**src/design/ell_pkg.sv**
```systemverilog
package ell_pkg;

   // token kinds as reported on the response channel
   localparam logic [4:0] TK_INT_LIT  = 5'd0;
   localparam logic [4:0] TK_FLOAT    = 5'd1;
   localparam logic [4:0] TK_DOUBLE   = 5'd2;
   localparam logic [4:0] TK_IDENT    = 5'd3;
   localparam logic [4:0] TK_KW_INT   = 5'd4;
   localparam logic [4:0] TK_KW_DBL   = 5'd5;
   localparam logic [4:0] TK_KW_FLT   = 5'd6;
   localparam logic [4:0] TK_KW_BOOL  = 5'd7;
   localparam logic [4:0] TK_BOOL_LIT = 5'd8;
   localparam logic [4:0] TK_PLUS     = 5'd9;
   localparam logic [4:0] TK_MINUS    = 5'd10;
   localparam logic [4:0] TK_ARROW    = 5'd11;
   localparam logic [4:0] TK_STAR     = 5'd12;
   localparam logic [4:0] TK_SLASH    = 5'd13;
   localparam logic [4:0] TK_LPAREN   = 5'd14;
   localparam logic [4:0] TK_RPAREN   = 5'd15;
   localparam logic [4:0] TK_ASSIGN   = 5'd16;
   localparam logic [4:0] TK_EQ       = 5'd17;
   localparam logic [4:0] TK_SEMI     = 5'd18;
   localparam logic [4:0] TK_GT       = 5'd19;
   localparam logic [4:0] TK_GE       = 5'd20;
   localparam logic [4:0] TK_LT       = 5'd21;
   localparam logic [4:0] TK_LE       = 5'd22;
   localparam logic [4:0] TK_NOT      = 5'd23;
   localparam logic [4:0] TK_NE       = 5'd24;
   localparam logic [4:0] TK_END      = 5'd25;
   localparam logic [4:0] TK_BAD      = 5'd26;
   localparam logic [4:0] TK_TWO_PT   = 5'd27;
   localparam logic [4:0] TK_NONE     = 5'd0;

   localparam logic [7:0] CHAR_LF = 8'h0A;

   // keyword candidate codes
   localparam logic [2:0] KW_NONE   = 3'd0;
   localparam logic [2:0] KW_INT    = 3'd1;
   localparam logic [2:0] KW_DOUBLE = 3'd2;
   localparam logic [2:0] KW_FLOAT  = 3'd3;
   localparam logic [2:0] KW_BOOL   = 3'd4;
   localparam logic [2:0] KW_TRUE   = 3'd5;
   localparam logic [2:0] KW_FALSE  = 3'd6;
   localparam logic [2:0] KW_F_PRE  = 3'd7;

   typedef enum logic [2:0] {
      MODE_IDLE,
      MODE_NUM,
      MODE_IDENT,
      MODE_OP1,
      MODE_DONE
   } scan_mode_type;

   typedef struct packed {
      logic [4:0]  kind;
      logic [23:0] start;
      logic [15:0] len;
      logic [15:0] line;
      logic [15:0] col;
      logic        last;
   } result_type;

   function automatic logic is_digit(logic [7:0] c);
      is_digit = (c >= "0") && (c <= "9");
   endfunction

   function automatic logic is_alpha(logic [7:0] c);
      is_alpha = ((c >= "a") && (c <= "z")) || ((c >= "A") && (c <= "Z"));
   endfunction

   function automatic logic is_space(logic [7:0] c);
      is_space = (c == " ") || ((c >= 8'd9) && (c <= 8'd13));
   endfunction

   // single-character operator kind, TK_NONE for anything else
   function automatic logic [4:0] op_kind(logic [7:0] c);
      case (c)
         "+": op_kind = TK_PLUS;
         "-": op_kind = TK_MINUS;
         "*": op_kind = TK_STAR;
         "/": op_kind = TK_SLASH;
         "(": op_kind = TK_LPAREN;
         ")": op_kind = TK_RPAREN;
         "=": op_kind = TK_ASSIGN;
         ";": op_kind = TK_SEMI;
         ">": op_kind = TK_GT;
         "<": op_kind = TK_LT;
         "!": op_kind = TK_NOT;
         default: op_kind = TK_NONE;
      endcase
   endfunction

   // operators that may take a second character
   function automatic logic op_can_extend(logic [7:0] c);
      op_can_extend = (c == "-") || (c == "=") || (c == ">") || (c == "<") || (c == "!");
   endfunction

   function automatic logic [2:0] kw_first(logic [7:0] c);
      case (c)
         "i": kw_first = KW_INT;
         "d": kw_first = KW_DOUBLE;
         "b": kw_first = KW_BOOL;
         "t": kw_first = KW_TRUE;
         "f": kw_first = KW_F_PRE;
         default: kw_first = KW_NONE;
      endcase
   endfunction

   function automatic logic [2:0] kw_len(logic [2:0] m);
      case (m)
         KW_INT:    kw_len = 3'd3;
         KW_DOUBLE: kw_len = 3'd6;
         KW_FLOAT:  kw_len = 3'd5;
         KW_BOOL:   kw_len = 3'd4;
         KW_TRUE:   kw_len = 3'd4;
         KW_FALSE:  kw_len = 3'd5;
         default:   kw_len = 3'd0;
      endcase
   endfunction

   function automatic logic [4:0] kw_kind(logic [2:0] m);
      case (m)
         KW_INT:    kw_kind = TK_KW_INT;
         KW_DOUBLE: kw_kind = TK_KW_DBL;
         KW_FLOAT:  kw_kind = TK_KW_FLT;
         KW_BOOL:   kw_kind = TK_KW_BOOL;
         KW_TRUE:   kw_kind = TK_BOOL_LIT;
         KW_FALSE:  kw_kind = TK_BOOL_LIT;
         default:   kw_kind = TK_IDENT;
      endcase
   endfunction

   // character at position i of a keyword, text held left-justified
   function automatic logic [7:0] kw_char(logic [2:0] m, logic [2:0] i);
      logic [47:0] w;
      case (m)
         KW_INT:    w = {"int", 24'h0};
         KW_DOUBLE: w = "double";
         KW_FLOAT:  w = {"float", 8'h0};
         KW_BOOL:   w = {"bool", 16'h0};
         KW_TRUE:   w = {"true", 16'h0};
         KW_FALSE:  w = {"false", 8'h0};
         default:   w = 48'h0;
      endcase
      w = w << {i, 3'b000};
      kw_char = w[47:40];
   endfunction

endpackage

```
**src/design/expression_language_lexer_unit.sv**
```systemverilog
// output: a token's response is registered and shows in the cycle after the request that ends it
// throughput: one request per cycle while each yields at most one response, taken as it shows;
// a request that yields two (flush plus end or error) holds the next until the second is taken,
// set by the two-entry response queue; all scanning is combinational on the state registers
// reset: synchronous, active high; clears scan state, counters and the response queue at once
module expression_language_lexer_unit
   import ell_pkg::*;
#(
   parameter int OFFSET_BITS = 24,
   parameter int POS_BITS    = 16
) (
   input  logic        clock,
   input  logic        reset,
   input  logic        req_valid,
   output logic        req_ready,
   input  logic [7:0]  req_byte_in,
   input  logic        req_end_of_input,
   output logic        rsp_valid,
   input  logic        rsp_ready,
   output logic [4:0]  rsp_token_kind,
   output logic [23:0] rsp_start_offset,
   output logic [15:0] rsp_token_length,
   output logic [15:0] rsp_line_number,
   output logic [15:0] rsp_column_number,
   output logic        rsp_last_of_run
);

   // scan state
   scan_mode_type         mode_ff, mode_in;
   logic                  seen_point_ff, seen_point_in;
   logic [4:0]            pend_kind_ff, pend_kind_in;
   logic [2:0]            kw_ff, kw_in;
   logic [OFFSET_BITS-1:0] token_start_ff, token_start_in;
   logic [15:0]           token_len_ff, token_len_in;
   logic [OFFSET_BITS-1:0] byte_count_ff, byte_count_in;
   logic [POS_BITS-1:0]   line_ff, line_in;
   logic [POS_BITS-1:0]   col_ff, col_in;
   logic                  error_hold_ff, error_hold_in;

   // response queue
   result_type            slot0_ff, slot0_in;
   result_type            slot1_ff, slot1_in;
   logic [1:0]            count_ff, count_in;

   logic                  accept, pop;
   logic [7:0]            c;
   logic                  eoi;
   logic                  c_dig, c_alp, c_spc, c_ext;
   logic [4:0]            c_op;
   logic [4:0]            two_kind;
   logic                  extend, flush, twopt, bad;
   logic [4:0]            fin_kind;
   logic [2:0]            kw_nx;
   logic [POS_BITS-1:0]   line_step, col_step;
   logic [15:0]           line_out, col_out;
   result_type            r0, r1;
   logic [1:0]            res_n;

   function automatic logic [15:0] clamp_pos(logic [POS_BITS-1:0] v);
      logic [32:0] w;
      w = 33'(v);
      clamp_pos = (w > 33'h0_0000_FFFF) ? 16'hFFFF : w[15:0];
   endfunction

   function automatic logic [23:0] clamp_off(logic [OFFSET_BITS-1:0] v);
      logic [32:0] w;
      w = 33'(v);
      clamp_off = (w > 33'h0_00FF_FFFF) ? 24'hFF_FFFF : w[23:0];
   endfunction

   function automatic logic [POS_BITS-1:0] inc_pos(logic [POS_BITS-1:0] v);
      inc_pos = (v == {POS_BITS{1'b1}}) ? v : v + 1'b1;
   endfunction

   function automatic logic [OFFSET_BITS-1:0] inc_off(logic [OFFSET_BITS-1:0] v);
      inc_off = (v == {OFFSET_BITS{1'b1}}) ? v : v + 1'b1;
   endfunction

   function automatic logic [15:0] inc_len(logic [15:0] v);
      inc_len = (v == 16'hFFFF) ? v : v + 1'b1;
   endfunction

   assign pop       = rsp_valid && rsp_ready;
   assign req_ready = (count_ff == 2'd0) || ((count_ff == 2'd1) && pop);
   assign accept    = req_valid && req_ready;

   // character classes
   assign c     = req_byte_in;
   assign eoi   = req_end_of_input;
   assign c_dig = is_digit(c);
   assign c_alp = is_alpha(c);
   assign c_spc = is_space(c);
   assign c_op  = op_kind(c);
   assign c_ext = op_can_extend(c);

   // two-character operator completion
   always_comb begin
      two_kind = TK_NONE;
      if ((pend_kind_ff == TK_MINUS) && (c == ">")) begin
         two_kind = TK_ARROW;
      end else if (c == "=") begin
         case (pend_kind_ff)
            TK_ASSIGN: two_kind = TK_EQ;
            TK_GT:     two_kind = TK_GE;
            TK_LT:     two_kind = TK_LE;
            TK_NOT:    two_kind = TK_NE;
            default:   two_kind = TK_NONE;
         endcase
      end
   end

   // whether the byte continues the pending token
   always_comb begin
      case (mode_ff)
         MODE_NUM:   extend = c_dig || (c == ".") || (c == "f");
         MODE_IDENT: extend = c_alp;
         MODE_OP1:   extend = (two_kind != TK_NONE);
         default:    extend = 1'b0;
      endcase
   end

   assign flush = !extend && (mode_ff != MODE_IDLE);
   assign twopt = (mode_ff == MODE_NUM) && (c == ".") && seen_point_ff;
   assign bad   = !extend && !c_spc && !c_dig && !c_alp && (c_op == TK_NONE);

   // final kind of the pending token
   always_comb begin
      case (mode_ff)
         MODE_NUM: fin_kind = seen_point_ff ? TK_DOUBLE : TK_INT_LIT;
         MODE_IDENT: begin
            if ((kw_ff >= KW_INT) && (kw_ff <= KW_FALSE) &&
                (token_len_ff == {13'b0, kw_len(kw_ff)})) begin
               fin_kind = kw_kind(kw_ff);
            end else begin
               fin_kind = TK_IDENT;
            end
         end
         default: fin_kind = pend_kind_ff;
      endcase
   end

   // keyword tracking for the next letter
   always_comb begin
      kw_nx = KW_NONE;
      if (kw_ff == KW_F_PRE) begin
         if ((token_len_ff == 16'd1) && (c == "l")) begin
            kw_nx = KW_FLOAT;
         end else if ((token_len_ff == 16'd1) && (c == "a")) begin
            kw_nx = KW_FALSE;
         end
      end else if ((kw_ff != KW_NONE) && (token_len_ff < {13'b0, kw_len(kw_ff)}) &&
                   (kw_char(kw_ff, token_len_ff[2:0]) == c)) begin
         kw_nx = kw_ff;
      end
   end

   // position after the previous character is consumed
   always_comb begin
      col_step  = col_ff;
      line_step = line_ff;
      if (byte_count_ff != '0) begin
         col_step = inc_pos(col_ff);
         if (!eoi && (c == CHAR_LF)) begin
            col_step  = '0;
            line_step = inc_pos(line_ff);
         end
      end
   end

   assign line_out = error_hold_ff ? clamp_pos(line_ff) : clamp_pos(line_step);
   assign col_out  = error_hold_ff ? clamp_pos(col_ff) : clamp_pos(col_step);

   // responses caused by this request
   always_comb begin
      result_type pend_r, end_r, err_r;
      pend_r = '{kind: fin_kind, start: clamp_off(token_start_ff), len: token_len_ff,
                 line: line_out, col: col_out, last: 1'b0};
      end_r  = '{kind: TK_END, start: clamp_off(byte_count_ff), len: 16'd0,
                 line: line_out, col: col_out, last: 1'b1};
      err_r  = '{kind: (twopt ? TK_TWO_PT : TK_BAD), start: clamp_off(byte_count_ff),
                 len: 16'd0, line: line_out, col: col_out, last: 1'b1};
      r0    = end_r;
      r1    = end_r;
      res_n = 2'd0;
      if (eoi) begin
         if (!error_hold_ff && (mode_ff != MODE_IDLE)) begin
            r0    = pend_r;
            res_n = 2'd2;
         end else begin
            res_n = 2'd1;
         end
      end else if (!error_hold_ff) begin
         if (flush) begin
            r0 = pend_r;
            if (bad) begin
               r1    = err_r;
               res_n = 2'd2;
            end else begin
               r0.last = 1'b1;
               res_n   = 2'd1;
            end
         end else if (twopt || bad) begin
            r0    = err_r;
            res_n = 2'd1;
         end
      end
   end

   // next scan state
   always_comb begin
      mode_in        = mode_ff;
      seen_point_in  = seen_point_ff;
      pend_kind_in   = pend_kind_ff;
      kw_in          = kw_ff;
      token_start_in = token_start_ff;
      token_len_in   = token_len_ff;
      byte_count_in  = byte_count_ff;
      line_in        = line_ff;
      col_in         = col_ff;
      error_hold_in  = error_hold_ff;
      if (accept && eoi) begin
         mode_in        = MODE_IDLE;
         seen_point_in  = 1'b0;
         pend_kind_in   = TK_NONE;
         kw_in          = KW_NONE;
         token_start_in = '0;
         token_len_in   = 16'd0;
         byte_count_in  = '0;
         line_in        = POS_BITS'(1);
         col_in         = '0;
         error_hold_in  = 1'b0;
      end else if (accept && !error_hold_ff) begin
         line_in       = line_step;
         col_in        = col_step;
         byte_count_in = inc_off(byte_count_ff);
         case (mode_ff)
            MODE_NUM: begin
               if (c_dig) begin
                  token_len_in = inc_len(token_len_ff);
               end else if (c == ".") begin
                  if (seen_point_ff) begin
                     error_hold_in = 1'b1;
                  end else begin
                     seen_point_in = 1'b1;
                     token_len_in  = inc_len(token_len_ff);
                  end
               end else if (c == "f") begin
                  pend_kind_in = TK_FLOAT;
                  mode_in      = MODE_DONE;
               end
            end
            MODE_IDENT: begin
               if (c_alp) begin
                  kw_in        = kw_nx;
                  token_len_in = inc_len(token_len_ff);
               end
            end
            MODE_OP1: begin
               if (two_kind != TK_NONE) begin
                  pend_kind_in = two_kind;
                  token_len_in = 16'd2;
                  mode_in      = MODE_DONE;
               end
            end
            default: begin
            end
         endcase
         // start of a new token
         if (!extend) begin
            mode_in = MODE_IDLE;
            if (!c_spc) begin
               token_start_in = byte_count_ff;
               token_len_in   = 16'd1;
               seen_point_in  = 1'b0;
               kw_in          = KW_NONE;
               if (c_dig) begin
                  mode_in = MODE_NUM;
               end else if (c_alp) begin
                  mode_in = MODE_IDENT;
                  kw_in   = kw_first(c);
               end else if (c_op != TK_NONE) begin
                  pend_kind_in = c_op;
                  mode_in      = c_ext ? MODE_OP1 : MODE_DONE;
               end else begin
                  token_len_in  = 16'd0;
                  error_hold_in = 1'b1;
               end
            end
         end
      end
   end

   // response queue update
   always_comb begin
      slot0_in = slot0_ff;
      slot1_in = slot1_ff;
      count_in = count_ff;
      if (accept) begin
         slot0_in = r0;
         slot1_in = r1;
         count_in = res_n;
      end else if (pop) begin
         slot0_in = slot1_ff;
         count_in = count_ff - 2'd1;
      end
   end

   always_ff @(posedge clock) begin
      if (reset) begin
         mode_ff        <= MODE_IDLE;
         seen_point_ff  <= 1'b0;
         pend_kind_ff   <= TK_NONE;
         kw_ff          <= KW_NONE;
         token_start_ff <= '0;
         token_len_ff   <= 16'd0;
         byte_count_ff  <= '0;
         line_ff        <= POS_BITS'(1);
         col_ff         <= '0;
         error_hold_ff  <= 1'b0;
         count_ff       <= 2'd0;
      end else begin
         mode_ff        <= mode_in;
         seen_point_ff  <= seen_point_in;
         pend_kind_ff   <= pend_kind_in;
         kw_ff          <= kw_in;
         token_start_ff <= token_start_in;
         token_len_ff   <= token_len_in;
         byte_count_ff  <= byte_count_in;
         line_ff        <= line_in;
         col_ff         <= col_in;
         error_hold_ff  <= error_hold_in;
         count_ff       <= count_in;
      end
   end

   always_ff @(posedge clock) begin
      slot0_ff <= slot0_in;
      slot1_ff <= slot1_in;
   end

   // response ports
   assign rsp_valid         = (count_ff != 2'd0);
   assign rsp_token_kind    = slot0_ff.kind;
   assign rsp_start_offset  = slot0_ff.start;
   assign rsp_token_length  = slot0_ff.len;
   assign rsp_line_number   = slot0_ff.line;
   assign rsp_column_number = slot0_ff.col;
   assign rsp_last_of_run   = slot0_ff.last;

   // a request is taken only when the queue is empty after this cycle's pop
   assert property (@(posedge clock) disable iff (reset)
      accept |-> (count_ff == 2'd0) || ((count_ff == 2'd1) && pop))
      else $error("request accepted into a busy response queue");

   // a response that is not last of its run must have its partner queued behind it
   assert property (@(posedge clock) disable iff (reset)
      (rsp_valid && !rsp_last_of_run) |-> (count_ff == 2'd2))
      else $error("first response of a pair without its partner");

   // end of input returns the scanner to its reset state
   assert property (@(posedge clock) disable iff (reset)
      (accept && req_end_of_input) |=>
         (mode_ff == MODE_IDLE) && (byte_count_ff == '0) && !error_hold_ff &&
         (line_ff == POS_BITS'(1)))
      else $error("scanner not cleared after end of input");

   // the line counter starts at one and never wraps to zero
   assert property (@(posedge clock) disable iff (reset)
      line_ff != '0)
      else $error("line counter reached zero");

endmodule
```
**config.mk**
```make
export PLATFORM = sky130hd
export DESIGN_NAME = expression_language_lexer_unit
export DESIGN_NICKNAME = d
export VERILOG_FILES = /design/src/design/ell_pkg.sv /design/src/design/expression_language_lexer_unit.sv
export SDC_FILE = /design/constraint.sdc
export NUM_CORES = 1
export LEC_CHECK = 0
export BUFFER_PORTS_ARGS = -buffer_cell sky130_fd_sc_hd__buf_2
export CAP_MARGIN = 10
export CORE_MARGIN = 2
export CORE_UTILIZATION = 51
export CTS_CLUSTER_DIAMETER = 60
export DETAILED_ROUTE_END_ITERATION = 8
export PLACE_DENSITY_LB_ADDON = 0.12
export SYNTH_ARGS = -nofsm -noshare
export SYNTH_HDL_FRONTEND = slang
export SYNTH_SLANG_ARGS = --single-unit
```
**constraint.sdc**
```tcl
create_clock -name clock -period 3 [get_ports clock]
set_input_delay 0 -clock clock [delete_from_list [all_inputs] [get_ports clock]]
set_output_delay 0 -clock clock [all_outputs]
set_load 0.02 [all_outputs]
```
==> metrics.md, run 1 <==
| Metric | Value |
|---|---|
| Die height | `164 um` |
| Hold Vio Cnt, Final | `0` |
| CTS tree | `done` |
| CP Class | `reg2reg` |
| Relative slew margins | `36.9%` |
| Syn Nets | `1426` |
| Hold Crit Endpoint | `count_ff[0]$_SDFFE_PP0P_` |
| Max clock buf depth | `3` |
| Initial Util | `52.0%` |
| Flop2flop setup slack | `0.22 ns` |
| Num Clock Sinks | `247` |
| Unrepaired setup endpoints after global routing | `false` |
| Post-CTS setup buffer count | `0` |
| Clock power share | `29.2%` |
| Synthesized cell area | `13100 um^2` |
| Critical Path RT | `3.47 ns` |
| Busiest grt layer | `met2` |
| PD cells | `732 nW/um^2` |
| Register area share after synthesis | `48.1%` |
| Routed len/inst | `18.0 um` |
| Core area | `25200 um^2` |
| Worst R2R Start | `mode_ff[2]$_SDFFE_PP0P_` |
| M1 GR Usage | `35.4%` |
| FF+latch count, synth | `247` |
| Worst Tran Pin Value | `0.938 ns` |
| IO Pins | `93` |
| Chip Width | `164 um` |
| First-pass GRT wire length | `53400 um` |
| EDFF count, synth | `136` |
| GR Overflow Total | `0` |
| Final Max Slew Viols | `0` |
| Post-synth top area share | `31.2%` |
| Ant diodes | `0` |
| P_int | `7.22 mW` |
| Routing usage on met3 | `3.26%` |
| Dpl cell area | `14100 um^2` |
| FF-to-FF path depth | `8` |
| DRC violations left | `0` |
| Hold path start | `req_end_of_input` |
| Element type at the critical path end | `flop` |
| Final Critical Period | `2.78 ns` |
| Root Buffer Master | `clkbuf_16` |
| Gr usage total | `24.4%` |
| Worst Hold Class | `in2reg` |
| Final setup fails | `0` |
| Clock skew | `0.0159 ns` |
| R2R Path End | `count_ff[1]$_SDFFE_PP0P_` |
| Number of global-route vias before repair | `10300` |
| Final HPWL DP | `22500 um` |
| Vias | `11100` |
| Yosys warnings | `0` |
| Avg Inst Size Synth | `9.35 um^2` |
| Reg area | `6310 um^2` |
| Max H-tree Level | `1` |
| Setup crit start kind | `flop` |
| Critical Path AT | `3.25 ns` |
| Gpl congestion | `0.926` |
| Delay-heaviest family, CP | `simple AND/OR/NAND/NOR gates` |
| Mapped Cells | `1401` |
| Synth top area cells | `edfxtp_1 31%, dfxtp_1 17%, nand2_1 5.0%` |
| Max Cap Violations | `0` |
| Most common cell after layout, fill and taps aside | `nand2_1` |
| Critical path cell sequence | `nor2b_1, nand2b_2, nor2_4, or3_1, nor2_1, o21ai_0, a211oi_1, dlygate4sd3_1` |
| Largest net degree at the start of global routing | `80` |
| Switching part of the total power | `34.2%` |
| Psw | `3.74 mW` |
| Design Power | `11.0 mW` |
| Antenna-violating nets left | `0` |
| Clock latency at the later pin of the worst-skew pair | `0.54 ns` |
| Util after Layout | `59.5%` |
| Initial antenna violation count | `0` |
| # nets final | `1510` |
| Most frequent cells in the layout | `171 x nand2_1, 136 x edfxtp_1, 118 x a21oi_1, 111 x dfxtp_1, 99 x nor2_1` |
| Asr flop ratio synth | `0%` |
| Ratio of cells with drive above 1 in the final layout | `17.2%` |
| Num rows | `58` |
| Met2 Usage GRT | `38.4%` |
| Final WL | `33000 um` |
| Worst VDD drop | `489 uV` |
| Max FO, Critical Path | `9` |
| Power share of the combinational group | `28.6%` |
| Drt pass-1 iters | `5` |
| Drt first-iter violations | `1054` |
| Critical path's slowest cell | `dlygate4sd3_1` |
| Area delta synth->final | `14.3%` |
| Fin crit share | `92.6%` |
| Reg clk slew, reported paths | `0.06 ns` |
| Area of the multi-input gates | `6310 um^2` |
| Worst stage delay on the critical path | `0.58 ns` |
| Fillcell total | `2203` |
| Max Clock Freq | `0.360 GHz` |
| Synth Flop Type | `edfxtp_1` |
| Via/cell ratio | `6.06` |
| Area leader, netlist | `edfxtp_1` |
| Distinct cells, synth | `93` |
| Post-route cell area | `15000 um^2` |
| CP Buf/Inv Count | `1` |
| Hold Path Stages | `3` |
| Status | `complete, no violations` |
| Sequential Power Share | `42.2%` |
| TritonCTS buffer count | `26` |
| IO buf count | `92` |
| Die ar. | `27000 um^2` |
| Pleak | `5.22 nW` |
==> tightest hold or removal path, cell delays in order <==
cell	delay, ns
buf_2	0.25
or4_1	0.16
and3_1	0.14
==> worst max-delay path by stage <==
stage | start | end | slack, ns | depth (start not counted)
floorplan | line_ff[0]$_SDFFE_PP1P_ | rsp_line_number[4]$_DFFE_PP_ | 0.46 | 9
global placement | byte_count_ff[0]$_SDFFE_PP0P_ | rsp_column_number[9]$_DFFE_PP_ | 0.08 | 8
detailed placement | byte_count_ff[0]$_SDFFE_PP0P_ | rsp_column_number[9]$_DFFE_PP_ | -0.07 | 8
CTS | byte_count_ff[0]$_SDFFE_PP0P_ | rsp_line_number[6]$_DFFE_PP_ | 0.11 | 10
global route | line_ff[0]$_SDFFE_PP1P_ | rsp_line_number[12]$_DFFE_PP_ | 0.009 | 8
finish | mode_ff[2]$_SDFFE_PP0P_ | count_ff[1]$_SDFFE_PP0P_ | 0.22 | 8
==> synthesized netlist by cell type (13+ instances only) <==
cell type and n:
nand4_1 23, a31oi_1 21, xor2_1 14, nand2b_1 13
nand2_1 173, a21oi_1 118, xnor2_1 25, and3_1 15
or3_1 29, nor2_1 100, a211oi_1 19, o21ai_0 96
nor3_1 42, mux2_2 28, clkbuf_1 73, buf_2 13
dfxtp_1 111, and2_1 28, inv_1 24, nor4_1 21
nand3_1 34, edfxtp_1 136, mux2i_1 31
==> cells by family after synthesis <==
family,Yosys count,synth area share [%]
and+or+nand+nor,559,22.1
adders and majority gates,13,1.22
xor gates and xnor gates,39,2.61
DFF,247,48.1
AOI/OAI and AO/OA,362,17.3
buffers and inverters,122,3.93
muxes,59,4.78
==> sequential cells by signal, summed over array words and instances, names as in the netlist <==
name,cells
rsp_last_of_run,1
col_ff,16
line_ff,16
slot1_ff,58
kw_ff,3
rsp_line_number,16
mode_ff,3
token_len_ff,16
byte_count_ff,24
rsp_column_number,16
pend_kind_ff,5
seen_point_ff,1
rsp_token_length,16
rsp_start_offset,24
count_ff,2
token_start_ff,24
rsp_token_kind,5
error_hold_ff,1
==> per-layer routing <==
layer | vias to the layer above | routed length (um)
met5 | - | 0
li1 | 5359 | -
met2 | 385 | 15100
met1 | 5326 | 15100
met4 | 0 | 642
met3 | 54 | 2240
==> through the flow <==
stage                     cells  setup slack, ns  TNS, ns  hold slack, ns
final                      1835            0.223        0          0.0558
after global placement     1785           0.0777        0           0.258
after detailed placement   1785          -0.0746   -0.116           0.258
after floorplan            1401            0.460        0          0.0728
after global routing       1835          0.00910        0          0.0683
after CTS                  1835            0.108        0          0.0190
==> final cells by class <==
class,instances,share of cell area [%]
clock buffers,30,4.58
clock inverters,18,1.10
inverters,25,0.643
multi-input cells,1032,42.1
flip-flops and latches,247,42.1
well taps,330,2.76
repair buffers,153,6.67
==> power groups by stage <==
stage               combinational (mW)  clock [mW]  sequential (mW)
finish                            3.14        3.20             4.62
global route                      3.42        3.39             4.69
CTS                               3.16        3.25             4.63
detailed placement                3.13           0             4.70
global placement                  3.11           0             4.68
floorplan                         1.57           0             5.17
==> timing repair <==
action | CTS | global route
endpoints found under the setup margin | 5 | 26
endpoints found under the hold margin | 5 | 0
gates resized for setup | 1 | 3
gates cloned | 0 | 0
hold buffers | 2 | 0
Power figures use the tool's default switching activity.
==> run 2: changes to the inputs <==
--- a/config.mk
+++ b/config.mk
@@ -8,7 +8,7 @@
 export BUFFER_PORTS_ARGS = -buffer_cell sky130_fd_sc_hd__buf_2
 export CAP_MARGIN = 10
 export CORE_MARGIN = 2
-export CORE_UTILIZATION = 51
+export CORE_UTILIZATION = 30
 export CTS_CLUSTER_DIAMETER = 60
 export DETAILED_ROUTE_END_ITERATION = 8
 export PLACE_DENSITY_LB_ADDON = 0.12
==> run 2 against run 1 <==
Against the previous run:
- register-to-register slack barely moved
- global-route usage shrank 7.5 points
- flip-flop and latch count did not move
- combinational power grew 5%
- fmax rose by 0.22%
- non-clock buffer count grew 36
- sequential power is essentially flat
- final cell count grew 17%
- total power rose by 10%
- largest cell class is now flip-flops and latches
==> metrics.md, run 2 (synthesis results as in run 1) <==
| Metric | Value |
|---|---|
| Status | `complete, no violations` |
| Initial antenna violation count | `1` |
| Gpl congestion | `0.876` |
| IO buf count | `92` |
| Element type at the critical path end | `flop` |
| Worst VDD drop | `377 uV` |
| Ratio of cells with drive above 1 in the final layout | `19.9%` |
| Relative slew margins | `51.5%` |
| Critical path's slowest cell | `or4_1` |
| Fillcell total | `4293` |
| Max FO, Critical Path | `7` |
| Unrepaired setup endpoints after global routing | `false` |
| Via/cell ratio | `5.20` |
| Post-CTS setup buffer count | `0` |
| Pleak | `5.55 nW` |
| Delay-heaviest family, CP | `simple AND/OR/NAND/NOR gates` |
| Largest Register | `slot1_ff` |
| Final Critical Period | `2.77 ns` |
| First-pass GRT wire length | `60000 um` |
| Die ar. | `45400 um^2` |
| # nets final | `1554` |
| Initial Util | `30.4%` |
| Worst Tran Pin Value | `0.727 ns` |
| Number of global-route vias before repair | `10600` |
| Worst Hold Class | `in2reg` |
| Reg clk slew, reported paths | `0.05 ns` |
| Drt first-iter violations | `943` |
| Die height | `213 um` |
| Max clock buf depth | `3` |
| Critical path cell sequence | `ha_1, nand3_1, or4_1, nor3_2, or3_1, nor2_1, xor2_1, mux2_2` |
| Vias | `11100` |
| Clock skew | `0.0148 ns` |
| DP Worst Slack | `0.216 ns` |
| Final WL | `38400 um` |
| Num Clock Sinks | `247` |
| Root Buffer Master | `clkbuf_16` |
| Max Cap Violations | `0` |
| Clock latency at the later pin of the worst-skew pair | `0.52 ns` |
| GR Overflow Total | `0` |
| CTS tree | `done` |
| Critical Path RT | `3.26 ns` |
| Chip Width | `213 um` |
| Area delta synth->final | `21.1%` |
| PD cells | `762 nW/um^2` |
| TritonCTS buffer count | `34` |
| Post-Route Setup TNS | `0 ns` |
| Worst stage delay on the critical path | `0.63 ns` |
| Most common cell after layout, fill and taps aside | `nand2_1` |
| Critical Path AT | `3.03 ns` |
| Setup crit start kind | `flop` |
| Num rows | `76` |
| Most frequent cells in the layout | `171 x nand2_1, 136 x edfxtp_1, 117 x a21oi_1, 111 x dfxtp_1, 99 x nor2_1` |
| Drt pass-1 iters | `5` |
| Max reg flops | `58` |
| IO Pins | `93` |
| CP Class | `reg2reg` |
| Max H-tree Level | `2` |
| CP Buf/Inv Count | `0` |
| Final WS setup | `0.229 ns` |
| Hold Vio Cnt, Final | `0` |
| Fin crit share | `92.4%` |
| Core area | `43100 um^2` |
| Routed len/inst | `17.9 um` |
| Final setup fails | `0` |
| Max Clock Freq | `0.361 GHz` |
| DRC violations left | `0` |
| Antenna-violating nets left | `0` |
| Largest net degree at the start of global routing | `76` |
| Ant diodes | `0` |
| Gr usage total | `16.8%` |
| Final HPWL DP | `26800 um` |
| Final Max Slew Viols | `0` |
-- run 2: per-layer routing --
layer  track usage (%)  share of wire [%]  vias up
met1              23.7                 48     5328
met2              27.1                 46      287
met4              4.29                1.8        0
met5                 0                  0        -
met3              2.49                4.3       49
li1                  -                  -     5458
-- run 2: final cells by class --
cell class	count	area (um^2)	area share [%]
inverters	25	96.3	0.607
well taps	585	732	4.61
multi-input cells	1032	6300	39.7
clock inverters	17	213	1.34
flip-flops and latches	247	6310	39.8
clock buffers	44	960	6.05
repair buffers	189	1250	7.90
-- run 2: final timing paths --
kind	from	endpoint	slack (ns)	cells after the start
worst min register to register	token_start_ff[4]$_SDFFE_PP0P_	token_start_ff[4]$_SDFFE_PP0P_	0.45	2
worst min-delay path	req_end_of_input	count_ff[1]$_SDFFE_PP0P_	0.07	4
worst max-delay path	line_ff[0]$_SDFFE_PP1P_	rsp_line_number[4]$_DFFE_PP_	0.23	8
worst max register to register	line_ff[0]$_SDFFE_PP1P_	rsp_line_number[4]$_DFFE_PP_	0.23	8
-- run 2: worst reg2reg max path, cell delays in order (launching register included) --
cell and delay (ns):
dfxtp_1 0.40, ha_1 0.21, nand3_1 0.20, or4_1 0.63, nor3_2 0.27, or3_1 0.30
nor2_1 0.09, xor2_1 0.16, mux2_2 0.27
-- run 2: stage by stage --
step / instance area, um^2 / power, mW / utilization, % / hold WS, ns / cells
floorplan: 13100 / 6.74 / - / 0.0728 / 1401
global placement: 14700 / 8.05 / 34.1 / 0.222 / 2077
detailed placement: 14700 / 8.05 / 34.1 / 0.220 / 2077
CTS: 15900 / 12.3 / 36.8 / 0.0555 / 2139
global route: 15900 / 12.7 / 36.8 / 0.0859 / 2139
finish: 15900 / 12.1 / 36.8 / 0.0692 / 2139
-- run 2: what timing repair did --
| action | 4_1_cts | 5_1_grt |
|---|---|---|
| endpoints found under the hold margin | 5 | 0 |
| hold buffers | 1 | 0 |
| resized for setup | 0 | 2 |
| endpoints found under the setup margin | 0 | 4 |
-- run 2: power breakdown --
group	internal [mW]	switching (mW)
Sequential	4.40	0.227
Clock	2.62	1.54
Combinational	1.06	2.24
